`config.mk`:
```
export PLATFORM = sky130hd
export DESIGN_NAME = tsj_isqrt
export DESIGN_NICKNAME = d
export VERILOG_FILES = /design/src/hdl/tsj_pkg.sv /design/src/hdl/tsj_isqrt.sv
export SDC_FILE = /design/constraint.sdc
export NUM_CORES = 1
export LEC_CHECK = 0
export BUFFER_PORTS_ARGS = -buffer_cell sky130_fd_sc_hd__buf_2
export CAP_MARGIN = 20
export CORE_MARGIN = 8
export CORE_UTILIZATION = 30
export CTS_BUF_LIST = sky130_fd_sc_hd__clkbuf_8
export CTS_CLUSTER_DIAMETER = 60
export CTS_CLUSTER_SIZE = 10
export DETAILED_ROUTE_END_ITERATION = 6
export HOLD_SLACK_MARGIN = 0.12
export SLEW_MARGIN = 15
export SYNTH_ARGS = -nofsm -noshare
export SYNTH_HDL_FRONTEND = slang
export SYNTH_SLANG_ARGS = --single-unit
```
`constraint.sdc`:
```
create_clock -name clk -period 3.4 [get_ports clk]
set_clock_uncertainty 0.15 [all_clocks]
set_input_delay 0.17 -clock clk [delete_from_list [all_inputs] [get_ports clk]]
set_output_delay 0.17 -clock clk [all_outputs]
set_load 0.01 [all_outputs]
```
`src/hdl/tsj_pkg.sv`:
```
package tsj_pkg;

    localparam int CW   = 16;
    localparam int FB   = 16;
    localparam int NVX  = 4;
    localparam int EW   = CW + 1;
    localparam int SQW  = 2 * EW - 1;
    localparam int LSW  = SQW + 2;
    localparam int PPW  = 2 * LSW;
    localparam int PW   = 3 * LSW;
    localparam int CXW  = 2 * EW + 1;
    localparam int JTW  = EW + CXW;
    localparam int JW   = JTW + 2;
    localparam int JMW  = JW - 1;
    localparam int JLO  = (JMW + 1) / 2;
    localparam int JHI  = JMW - JLO;
    localparam int DW   = 2 * JMW;
    localparam int RW   = DW + 1;
    localparam int QB   = 2 * FB + 2;
    localparam int SQB  = QB / 2;
    localparam int SRW  = SQB + 3;
    localparam int OW   = 18;
    localparam int IDW  = NVX * 3 * CW;
    localparam int ODW  = ((OW + 7) / 8) * 8;

    typedef struct packed {
        logic [DW-1:0] jsq;
        logic [DW-1:0] den;
        logic          neg;
        logic          dg;
    } tsj_ratio_t;

    typedef struct packed {
        logic [QB-1:0] q;
        logic          neg;
        logic          dg;
    } tsj_quot_t;

    typedef struct packed {
        logic [SQB-1:0] mag;
        logic           neg;
        logic           dg;
    } tsj_root_t;

endpackage

```
`src/hdl/tsj_isqrt.sv`:
```
module tsj_isqrt
    import tsj_pkg::*;
(
    input  logic      clk,
    input  logic      rst_n,
    input  logic      en,
    input  logic      in_valid,
    input  tsj_quot_t in,
    output logic      out_valid,
    output tsj_root_t out
);

    logic [SQB-1:0] vld_reg;
    logic [QB-1:0]  qs_reg [SQB];
    logic [SRW-1:0] rem_reg [SQB];
    logic [SQB-1:0] root_reg [SQB];
    logic [SQB-1:0] neg_reg;
    logic [SQB-1:0] dg_reg;

    // digit-by-digit root, one result bit per stage
    for (genvar i = 0; i < SQB; i++)
    begin : g_step
        logic [QB-1:0]  q_in;
        logic [SRW-1:0] rem_in;
        logic [SQB-1:0] root_in;
        logic           n_in;
        logic           z_in;
        logic [SRW-1:0] acc;
        logic [SRW-1:0] trial;
        logic           ge;

        if (i == 0)
        begin : g_first
            assign q_in    = in.q;
            assign rem_in  = '0;
            assign root_in = '0;
            assign n_in    = in.neg;
            assign z_in    = in.dg;
        end
        else
        begin : g_rest
            assign q_in    = qs_reg[i-1];
            assign rem_in  = rem_reg[i-1];
            assign root_in = root_reg[i-1];
            assign n_in    = neg_reg[i-1];
            assign z_in    = dg_reg[i-1];
        end

        always_comb
        begin
            acc   = {rem_in[SRW-3:0], q_in[QB-1:QB-2]};
            trial = SRW'({root_in, 2'b01});
            ge    = (acc >= trial);
        end

        always_ff @(posedge clk)
        begin
            if (en)
            begin
                qs_reg[i]   <= q_in << 2;
                rem_reg[i]  <= ge ? (acc - trial) : acc;
                root_reg[i] <= {root_in[SQB-2:0], ge};
                neg_reg[i]  <= n_in;
                dg_reg[i]   <= z_in;
            end
        end
    end

    always_ff @(posedge clk or negedge rst_n)
    begin
        if (!rst_n)
        begin
            vld_reg <= '0;
        end
        else if (en)
        begin
            vld_reg <= {vld_reg[SQB-2:0], in_valid};
        end
    end

    assign out_valid = vld_reg[SQB-1];
    assign out.mag   = root_reg[SQB-1];
    assign out.neg   = neg_reg[SQB-1];
    assign out.dg    = dg_reg[SQB-1];

endmodule

```
Word level (Yosys, flattened, before mapping). Memory sizes are Yosys's and may differ from the RTL's. Cells that the tools add are included.

Register bits: 51. Bits in latches: 0. RAM bits: 1173. Memory bits (read-only): 0. Input bits: 40. Output and inout port bits: 20. Word-level logic and storage cells: 91. Memories kept: 3.

Add/subtract/negate cells: 17. Multipliers: 0. Div/mod/pow operators: 0. Order comparisons: 17. Equal/unequal tests: 0. Shift-type cells: 0. Multiplexer cells: 19. Bitwise gates (word level): 0. Reductions and logical operators: 0.

Memory list: qs_reg (depth 17, bits a word 32, rd ports 16, clocked after Yosys merged registers in 0, wr ports 17, RTL line tsj_isqrt.sv:14) `logic [QB-1:0] qs_reg [SQB];`; rem_reg (depth 17, bits a word 20, rd ports 16, clocked after Yosys merged registers in 0, wr ports 17, RTL line tsj_isqrt.sv:15) `logic [SRW-1:0] rem_reg [SQB];`; root_reg (depth 17, bits a word 17, rd ports 17, clocked after Yosys merged registers in 0, wr ports 17, RTL line tsj_isqrt.sv:16) `logic [SQB-1:0] root_reg [SQB];`.

Operators with widths (count): 20-bit 2-to-1 mux (17); 20-bit by 19-bit >= comparator with 1-bit output (16); 20-bit by 19-bit subtractor with 20-bit output (16); 2-bit by 1-bit subtractor with 3-bit output (second input constant) (1); 2-bit by 1-bit >= comparator with 1-bit output (second input constant) (1); 1-bit 2-to-1 mux (2).

Depth between registers and ports, before layout. Gate-level depths: netlist of the first run. An unclocked memory read counts as a cell.

Word-level depth: 3. Depth in mapped cells: 11. Mapped depth without buffers: 10.

Least setup slack after synthesis of the first run. OpenSTA, ideal clock, no wires.

Kind: reg-to-reg. From: memory rem_reg[0][60] (netlist name). To: memory rem_reg[0][97] (netlist name), data pin. Setup time: 0.258 ns. Arrival time: 2.303 ns. Required time: 2.992 ns. Path slack: 0.689 ns. Stages on the path, launching flop included: 9. Path buffers: 0. Clock period less this slack: 2.711 ns. Cell sequence: edfxtp_1 ha_1 nand2_1 or4_4 nand4_2 nor3_2 a211oi_2 or4b_1 xnor2_1.

RTL lines (RTL line): start: declaration (tsj_isqrt.sv:15).

==> impl_metrics.toml, run 1 <==
[worst_setup_path]
path_class = "register to register"
worstPathRequired_ns = 3.70
cp.arrival_ns = 3.38
r2r_slack_ns = 0.32
end_kind = "register"
cp-start-kind = "register"
cp_max_fo = 26

[layout]
diodes = 0
drive_above_1_share = 0.1041
largest_reg_flops = 272
area_delta_synth_final_pct = 14.70
nets = 2905
design_area_um2 = 38430

[power_and_ir_drop]
ir_drop_mv = 0.3540
p_leak_uw = 0.01452
powerDensity_nw_per_um2 = 566.4

[floorplanning]
die_h_um = 350.2
dieWidth_um = 350.2
initial_core_util = 0.3027
ios = 60
die-area_um2 = 122600
core_um2 = 110700
num_rows = 122

[synth]
synth_top_area_cell = "edfxtp_1"
synth_cells = 2452
syn-cell-area_um2 = 33500
synth-main-ff-cell = "edfxtp_1"
synth_top_area_share = 0.6516
seq_area_frac_synth = 0.6643
synth_nets = 2663
synth_edf_count = 727
avgSynthCellArea_um2 = 13.66
synth_seq_cells = 744
yosys-top-cells-area = "edfxtp_1 65%, ha_1 6.4%, xnor2_1 3.0%"
yosysWarnings = 0
netlist-cell-type-count = 82
synthArstFlopShare = 0.02285

[route]
drc_errors = 0
via_per_inst = 4.508
drt_iter0_drc = 1017
vias = 19000
first_pass_iters = 5
ant_nets = 0
post_drt_wl_per_cell_um = 13.62
wl_mm = 57.41

[clock_network]
cts_hold_buf = 79
cts_tree = "done"
clockBufferDepth = 3
ctsResizeCount = 0
cts_buffers = 92
cts_setup_buffers = 0
htreeDepth = 3
clock_latency_ns = 0.74
clock-sinks = 744
clockRootBuffer = "clkbuf_8"
path_clk_slew_ns = 0.07

[place]
dp_slack_ns = 0.3804
place_area_um2 = 35970
numPortBuffers = 59
dpl.hpwl_mm = 39.51
place_congestion = 0.9116

[global_route]
grt_overflow = 0
grt_first_pass_wirelength_mm = 93.43
grt_start_max_net_pins = 107
grt_pass1_vias = 19020
grt_antenna_before_repair = 0
track_usage = 0.09181

[sta]
setup_slack_ns = 0.3239
fin_tns_setup_ns = 0
hold_viol_final = 0
slew_violations = 0
setup_viol = 0
period_needed_ns = 3.076
worst_pin_slew_ns = 0.7986
rsz0062_at_grt = "no"
finalCritPeriodShare = 0.9047
timing.fmax_mhz = 325.1
holdWs_ns = 0.2531
timing.slew.headroom = 0.4647

[run_status]
status = "finished clean"

[min_path]
hold_class = "register to register"

[flow_run]
cap_viol_max_count = 0
==> routing by layer <==
metal  track usage  vias up  wire length [um]
met5             0        -                 0
met4       0.04069        0              2232
met3       0.01958      130              2172
met2        0.1645      325             28560
met1        0.1051     9009             24440
li1              -     9539                 -
==> cells in the final DEF, fill, tap and decap left out, types with 36 or more instances in the layout <==
cell type	n
edfxtp_1	727
inv_1	207
ha_1	171
nor2_1	155
a21oi_1	135
nand2_1	134
xnor2_1	113
o21ai_0	103
xor2_1	93
clkbuf_8	92
dlygate4sd3_1	79
nor3_1	67
buf_2	58
mux2_2	43
a21o_1	39
o21a_1	36
==> path summary, 6_finish.rpt <==
kind,startpoint,endpoint,cells after the start
max in group asynchronous,rst_n,vld_reg[5]$_DFFE_PN0P_,3
hold / removal,g_step[3].n_in$_DFFE_PP_,g_step[4].n_in$_DFFE_PP_,0
min in group asynchronous,rst_n,vld_reg[7]$_DFFE_PN0P_,3
hold reg to reg,g_step[3].n_in$_DFFE_PP_,g_step[4].n_in$_DFFE_PP_,0
setup / recovery,rem_reg[0][230]$_DFFE_PP_,rem_reg[0][243]$_DFFE_PP_,7
setup reg to reg,rem_reg[0][230]$_DFFE_PP_,rem_reg[0][243]$_DFFE_PP_,7
==> cell type report <==
type	count	area [um2]
Inverter	203	762.0
Multi-Input combinational cell	1471	10330
Fill cell	10730	72240
Clock buffer	92	1266
Timing Repair Buffer	182	1551
Sequential cell	744	22260
Clock inverter	35	397.9
Tap cell	1488	1862
==> cell usage after synthesis (all sizes together) (4+ instances only) <==
| cell type | number |
|---|---|
| nor3 | 71 |
| a211o | 6 |
| xor2 | 93 |
| o21bai | 11 |
| o31ai | 13 |
| nand2b | 33 |
| a2111oi | 5 |
| or3 | 26 |
| o211ai | 16 |
| nand4 | 29 |
| o31a | 5 |
| ha | 171 |
| o41ai | 5 |
| edfxtp | 727 |
| xnor2 | 113 |
| o21ai | 120 |
| and3 | 7 |
| or4 | 10 |
| buf | 17 |
| mux2 | 46 |
| clkbuf | 17 |
| inv | 203 |
| and2 | 5 |
| a31oi | 5 |
| dfrtp | 17 |
| or3b | 5 |
| mux2i | 5 |
| or2 | 7 |
| a21o | 39 |
| a21oi | 135 |
| nor4 | 32 |
| nand2 | 134 |
| nor2 | 155 |
| nand3 | 34 |
| nand3b | 7 |
| a211oi | 17 |
| nor2b | 23 |
| a21boi | 4 |
| o21a | 36 |
==> critical path, stage by stage (launching register included) <==
cell and delay, ns:
edfxtp_1 0.41, ha_1 0.41, nand4_1 0.14, or4_1 0.57, o31a_1 0.36, o2111ai_2 0.07
buf_4 0.32, mux2_2 0.37
==> stage by stage <==
step | power, uW | utilization | std cells
floorplan | 14570 | - | 2452
global placement | 15610 | 0.3250 | 4008
detailed placement | 15670 | 0.3250 | 4009
CTS | 22130 | 0.3472 | 4215
global route | 22990 | 0.3472 | 4215
finish | 21760 | 0.3472 | 4215
==> power by group <==
part           total [uW]  internal (uW)  switching, uW
Sequential          11900          11400            544
Combinational        3610           1660           1960
Clock                6230           2990           3240
Total               21800          16000           5740
==> cell families after synthesis <==
logic type | after synthesis | synth area share
flip-flops | 744 | 0.6643
AND/OR/NAND/NOR | 594 | 0.08926
AO/OA/AOI/OAI | 448 | 0.08392
buffers and inverters | 237 | 0.02771
XOR/XNOR | 206 | 0.05385
adder cells (fa/ha/maj) | 171 | 0.06386
multiplexers | 51 | 0.01696
other | 1 | 0.0001119
Note: power is estimated with default switching activity, not from simulation.
==> run 2, diff against run 1 <==
--- a/config.mk
+++ b/config.mk
@@ -5,6 +5,7 @@
 export SDC_FILE = /design/constraint.sdc
 export NUM_CORES = 1
 export LEC_CHECK = 0
+export ABC_AREA = 1
 export BUFFER_PORTS_ARGS = -buffer_cell sky130_fd_sc_hd__buf_2
 export CAP_MARGIN = 20
 export CORE_MARGIN = 8
==> run 2 against run 1 <==
  * Register-to-register slack gained 0.48 ns
  * Non-clock buffer count is 24 lower
  * Setup slack gained 0.48 ns
  * Combinational power rose by 14%
  * Clock power rose by 2%
  * Flip-flop and latch count stayed put
  * Worst hold slack lost 0.019 ns
  * Synthesized cell count grew 51%
  * First-iteration DRC count grew 44%
  * Clock-buffer cell count grew 8
  * Sequential share of layout area down 5.0 points
  * Highest routed layer is now met5
==> impl_metrics.toml, run 2 <==
[run_status]
status = "finished clean"

[worst_setup_path]
critical_path_depth = 9
cp_max_fo = 17
path_cells = "ha_1 > nand2_1 > nand2_1 > nand2_1 > nand2_1 > a21oi_2 > nand2_2 > a21oi_4 > a21oi_1"
reg2regPathDepth = 9
r2r_slack_ns = 0.80
worstPathRequired_ns = 3.73
cp-start-kind = "register"
reg2reg_from = "rem_reg[0][287]$_DFFE_PP_"
crit_top_cell = "nand2_1"
end_kind = "register"
critical-path-top-delay-family = "compound AO/OA/AOI/OAI gates"
cp.arrival_ns = 2.93
cp_slowest_stage_delay_ns = 0.53
cp_num_buf_inv = 0
crit_path_top_delay_cell = "a21oi_4"
path_class = "register to register"
crit_path_start = "rem_reg[0][287]$_DFFE_PP_"
worst_r2r_endpoint = "rem_reg[0][317]$_DFFE_PP_"

[layout]
nets = 4146
most-common-layout-cells = "1027 x nand2_1, 727 x edfxtp_1, 565 x inv_1, 279 x nor2_1, 222 x nand3_1"
fin_cells = 5629
area_delta_synth_final_pct = 13.22
largest_reg_flops = 272
drive_above_1_share = 0.08298
fill_cells = 12460
final_common_cell = "nand2_1"

[sta]
timing.fmax_mhz = 385.3
period_needed_ns = 2.595
worst_pin_slew_ns = 0.7556
fin_tns_setup_ns = 0
setup_viol = 0
timing.slew.headroom = 0.4946
rsz0062_at_grt = "no"
slew_violations = 0
finalCritPeriodShare = 0.7633
hold_viol_final = 0

[place]
place_congestion = 0.8818
numPortBuffers = 59
dp.cells = 5391
dpl.hpwl_mm = 57.11

[global_route]
track_usage = 0.1117
grt_overflow = 0
grt_pass1_vias = 24310
grt_antenna_before_repair = 2
grt_start_max_net_pins = 128
grt_first_pass_wirelength_mm = 124.6

[clock_network]
cts_tree = "done"
cts_buffers = 98
path_clk_slew_ns = 0.07
clock-sinks = 744
clock_latency_ns = 0.79
htreeDepth = 3
ctsResizeCount = 0
clockRootBuffer = "clkbuf_8"
clockBufferDepth = 3

[synth]
netlist-cell-type-count = 48
synth_cells = 3706
synth_edf_count = 727
seq_area_frac_synth = 0.5992
yosys-top-cells-area = "edfxtp_1 59%, nand2_1 10%, ha_1 5.8%"
synth_top_area_share = 0.5878
yosysMostFrequentCell = "nand2_1"
synth_top_area_cell = "edfxtp_1"
synth_seq_cells = 744
yosysWarnings = 0
synth_common_cells = "1027 x nand2_1, 727 x edfxtp_1, 550 x inv_1"
synth-main-ff-cell = "edfxtp_1"
synth_nets = 3917
syn-cell-area_um2 = 37140
avgSynthCellArea_um2 = 10.02
synthArstFlopShare = 0.02285

[floorplanning]
die-area_um2 = 135300
core_um2 = 123300
die_h_um = 367.9
num_rows = 129
initial_core_util = 0.3012
dieWidth_um = 367.9
ios = 60

[flow_run]
cap_viol_max_count = 0

[power_and_ir_drop]
p_leak_uw = 0.01778
swShare = 0.2955
clock_power_share = 0.286
ir_drop_mv = 0.3158
p_int_uw = 15600
pwr-share-comb = 0.185
switchingPower_uw = 6543
seqPwrFrac = 0.529
powerDensity_nw_per_um2 = 526.7

[route]
ant_nets = 0
drc_errors = 0
vias = 24920
first_pass_iters = 6
wl_mm = 77.52
post_drt_wl_per_cell_um = 13.77
drt_iter0_drc = 1461
via_per_inst = 4.426

[min_path]
hold_class = "register to register"
whs_endpoint = "qs_reg[0][246]$_DFFE_PP_"
min_from = "qs_reg[0][212]$_DFFE_PP_"
hold_path_depth = 0
run 2: cell count changes in the layout (fill, tap and decap cells not counted), sizes merged, moves of 33 or more:
cell    previous run  this run
a21oi            135       183
inv              213       589
xor2              93        60
mux2              46         1
o21ai            120       158
a21o              39         3
nand2            134      1058
nor3              71        31
nand3             34       233
xnor2            113        49
nor2             155       297
nand2b            33         0
run 2: logic make-up (layout without fill, tap and decap cells):
group | Yosys count | in the layout | synth area share
and+or+nand+nor | 1724 | 1724 | 0.1993
DFF | 744 | 744 | 0.5992
buffers and inverters | 595 | 878 | 0.06397
AOI/OAI and AO/OA | 361 | 361 | 0.05373
adders and majority gates | 171 | 171 | 0.05761
xor gates and xnor gates | 109 | 109 | 0.02570
other | 1 | 4 | 0.0001010
muxes | 1 | 1 | 0.0003032
run 2: stage by stage:
stage / instance area [um2] / hold slack, ns / total power, uW / setup slack, ns / utilization
after global placement: 39470 / -0.04403 / 15900 / 0.7780 / 0.3201
after global routing: 42050 / 0.1553 / 23510 / 0.5575 / 0.3410
after floorplan: 37140 / -0.2756 / 14680 / 1.343 / -
after CTS: 42040 / 0.1382 / 22540 / 0.7858 / 0.3409
final: 42050 / 0.2346 / 22150 / 0.8048 / 0.3410
after detailed placement: 39470 / -0.04072 / 15930 / 0.8325 / 0.3201
run 2: cell type report:
class | instances | area, um2 | share of cell area
repair buffers | 158 | 1339 | 0.03184
diodes | 3 | 7.507 | 0.0001785
clock buffers | 100 | 1376 | 0.03273
flip-flops and latches | 744 | 22260 | 0.5293
clock inverters | 54 | 387.9 | 0.009224
inverters | 566 | 2127 | 0.05058
well taps | 1637 | 2048 | 0.04871
multi-input cells | 2367 | 12510 | 0.2975
run 2: worst max path at each step:
| stage | end | slack, ns |
|---|---|---|
| after floorplan | rem_reg[0][104]$_DFFE_PP_ | 1.34 |
| after global placement | rem_reg[0][288]$_DFFE_PP_ | 0.78 |
| after detailed placement | rem_reg[0][288]$_DFFE_PP_ | 0.83 |
| after CTS | rem_reg[0][317]$_DFFE_PP_ | 0.79 |
| after global routing | rem_reg[0][288]$_DFFE_PP_ | 0.56 |
| final | rem_reg[0][317]$_DFFE_PP_ | 0.80 |
run 2: worst reg2reg max path, delay by kind of cell, from the launching register on:
family                   cells  cell delay (ns)
AO/OA/AOI/OAI                3             0.82
AND/OR/NAND/NOR              5             0.44
flip-flops                   1             0.47
adder cells (fa/ha/maj)      1             0.43
run 2: timing repair:
item | 4_1_cts | 5_1_grt
buffers inserted | 0 | 0
hold buffers | 81 | 0
endpoints found under the hold margin | 663 | 0
run 2: metal layers:
| layer | vias to the layer above | GRT usage | routed length (um) |
|---|---|---|---|
| li1 | 12810 | - | - |
| met3 | 168 | 0.02445 | 3369 |
| met4 | 2 | 0.04112 | 2602 |
| met1 | 11480 | 0.1357 | 33960 |
| met5 | - | 0 | 13 |
| met2 | 461 | 0.1940 | 37570 |
run 2: power by group through the flow:
stage	Sequential, uW	Combinational [uW]	Clock (uW)
CTS	11700	4120	6700
finish	11700	4100	6330
floorplan	11700	2980	0
global placement	11900	4000	0
global route	11800	4690	7020
detailed placement	11900	4020	0
==> run 3, diff against run 2 <==
--- a/config.mk
+++ b/config.mk
@@ -5,7 +5,7 @@
 export SDC_FILE = /design/constraint.sdc
 export NUM_CORES = 1
 export LEC_CHECK = 0
-export ABC_AREA = 1
+export ABC_AREA = 0
 export BUFFER_PORTS_ARGS = -buffer_cell sky130_fd_sc_hd__buf_2
 export CAP_MARGIN = 20
 export CORE_MARGIN = 8
==> constraint.sdc (replaced) <==
create_clock -name clk -period 2.7 [get_ports clk]
set_clock_uncertainty 0.15 [all_clocks]
set_input_delay 0.135 -clock clk [delete_from_list [all_inputs] [get_ports clk]]
set_output_delay 0.135 -clock clk [all_outputs]
set_load 0.01 [all_outputs]
==> run 3 against run 2 <==
  * The run now ends with setup timing left
  * Register-to-register slack got worse by 0.90 ns
  * First-iteration DRC count decreased by 35%
  * Critical path type unchanged
  * Design area shrank 1.9%
  * Highest routed layer is now met4
  * Global-route usage shrank 1.7 points
  * Non-clock buffer count increased by 269
==> impl_metrics.toml, run 3 (synthesis results as in run 1) <==
[worst_setup_path]
cp_slowest_stage_delay_ns = 0.52
crit_path_top_delay_cell = "or4b_4"
reg2regPathDepth = 8
worst_r2r_endpoint = "rem_reg[0][97]$_DFFE_PP_"
end_kind = "register"
path_class = "register to register"
r2r_slack_ns = -0.1
reg2reg_from = "rem_reg[0][62]$_DFFE_PP_"
worstPathRequired_ns = 3.03
cp_max_fo = 2
cp-start-kind = "register"
path_cells = "ha_1 > nand3_2 > or4_4 > nand4_4 > nor3_4 > a211oi_2 > or4b_4 > xnor2_2"
cp.arrival_ns = 3.13

[sta]
rsz0062_at_grt = "yes"
finalCritPeriodShare = 1.037
slew_violations = 0
timing.slew.headroom = 0.4583
period_needed_ns = 2.800
worst_pin_slew_ns = 0.8063
setup_viol = 1
timing.fmax_mhz = 357.2
setup_slack_ns = -0.09969
hold_viol_final = 0

[global_route]
grt_overflow = 0
grt_first_pass_wirelength_mm = 96.86
grt_start_max_net_pins = 114
grt_antenna_before_repair = 0
track_usage = 0.09463
grt_pass1_vias = 20230

[route]
drc_errors = 0
first_pass_iters = 5
via_per_inst = 4.465
ant_nets = 0
wl_mm = 60.24
drt_iter0_drc = 949
post_drt_wl_per_cell_um = 13.50
vias = 19930

[floorplanning]
ios = 60
num_rows = 122
die-area_um2 = 122600
dieWidth_um = 350.2
die_h_um = 350.2
initial_core_util = 0.3027
core_um2 = 110700

[power_and_ir_drop]
ir_drop_mv = 0.5151
p_leak_uw = 0.01580
total_power_uw = 28290
powerDensity_nw_per_um2 = 686.2

[clock_network]
path_clk_slew_ns = 0.07
clock_latency_ns = 0.73
cts_tree = "done"
cts_buffers = 93
htreeDepth = 3
clock-sinks = 744
clockBufferDepth = 3
clockRootBuffer = "clkbuf_8"

[place]
place_congestion = 0.8320
numPortBuffers = 59
dpl.hpwl_mm = 41.40
dp_slack_ns = -0.1596

[layout]
most-common-layout-cells = "727 x edfxtp_1, 266 x buf_4, 202 x inv_1, 146 x nor2_1, 139 x ha_1"
nets = 3153
drive_above_1_share = 0.2212
final_common_cell = "edfxtp_1"
diodes = 0
fill_cells = 10500
largest_reg_flops = 272
area_delta_synth_final_pct = 23.07

[min_path]
whs_endpoint = "qs_reg[0][317]$_DFFE_PP_"
min_from = "qs_reg[0][283]$_DFFE_PP_"
hold_path_depth = 0
hold_class = "register to register"

[run_status]
violations = "setup timing"
status = "finished with violations"

[flow_run]
cap_viol_max_count = 0
-- run 3: how the worst max path moves through the flow --
stage | start | to | slack [ns] | cells past startpoint
after global routing | rem_reg[0][62]$_DFFE_PP_ | rem_reg[0][97]$_DFFE_PP_ | -0.19 | 8
after global placement | rem_reg[0][228]$_DFFE_PP_ | rem_reg[0][252]$_DFFE_PP_ | -0.09 | 5
after CTS | rem_reg[0][60]$_DFFE_PP_ | rem_reg[0][97]$_DFFE_PP_ | -0.1 | 8
final | rem_reg[0][62]$_DFFE_PP_ | rem_reg[0][97]$_DFFE_PP_ | -0.1 | 8
after floorplan | rem_reg[0][260]$_DFFE_PP_ | rem_reg[0][283]$_DFFE_PP_ | 0.01 | 10
after detailed placement | rem_reg[0][228]$_DFFE_PP_ | rem_reg[0][243]$_DFFE_PP_ | -0.16 | 5
-- run 3: through the flow --
| stage | util | TNS [ns] | hold slack, ns | instances | area [um2] |
|---|---|---|---|---|---|
| finish | 0.3726 | -0.09969 | 0.2574 | 4463 | 41230 |
| global placement | 0.3387 | -2.147 | -0.08134 | 4208 | 37480 |
| detailed placement | 0.3388 | -3.535 | -0.06910 | 4208 | 37490 |
| floorplan | - | 0 | -0.3106 | 2452 | 33500 |
| global route | 0.3726 | -0.9660 | 0.2507 | 4463 | 41230 |
| CTS | 0.3627 | -0.1138 | 0.1951 | 4424 | 40140 |
-- run 3: per-layer routing --
metal	wire length (um)	vias to the layer above	track usage
met2	30770	270	0.1730
met5	0	-	0
li1	-	10050	-
met4	2154	0	0.03935
met3	2120	139	0.02027
met1	25200	9470	0.1064
-- run 3: layout make-up --
| type | count | area (um2) | share of cell area |
|---|---|---|---|
| clock buffers | 93 | 1280 | 0.03104 |
| clock inverters | 35 | 359.1 | 0.008709 |
| inverters | 203 | 762.0 | 0.01848 |
| multi-input cells | 1473 | 11270 | 0.2734 |
| flip-flops and latches | 744 | 22260 | 0.5398 |
| well taps | 1488 | 1862 | 0.04515 |
| repair buffers | 427 | 3442 | 0.08348 |
-- run 3: repair_timing --
item / in CTS / in global routing
endpoints found under the setup margin: 75 / 134
hold endpoints to repair: 781 / 0
pin swaps: 9 / 70
hold buffers: 79 / 0
setup buffers: 8 / 38
cloned: 1 / 3
gates resized for setup: 29 / 148
-- run 3: worst max-delay path: cells and delay by family (launching register included) --
kind	cells	cell delay, ns
flops	1	0.41
compound gates	1	0.25
fa+ha+maj	1	0.32
simple gates	5	1.26
xor+xnor	1	0.14
-- run 3: power by group --
group	internal, uW	switching [uW]	leakage [uW]
clock network	3690	4040	0.000858
logic	2770	2730	0.00777
registers	14300	732	0.00718
total	20800	7500	0.0158
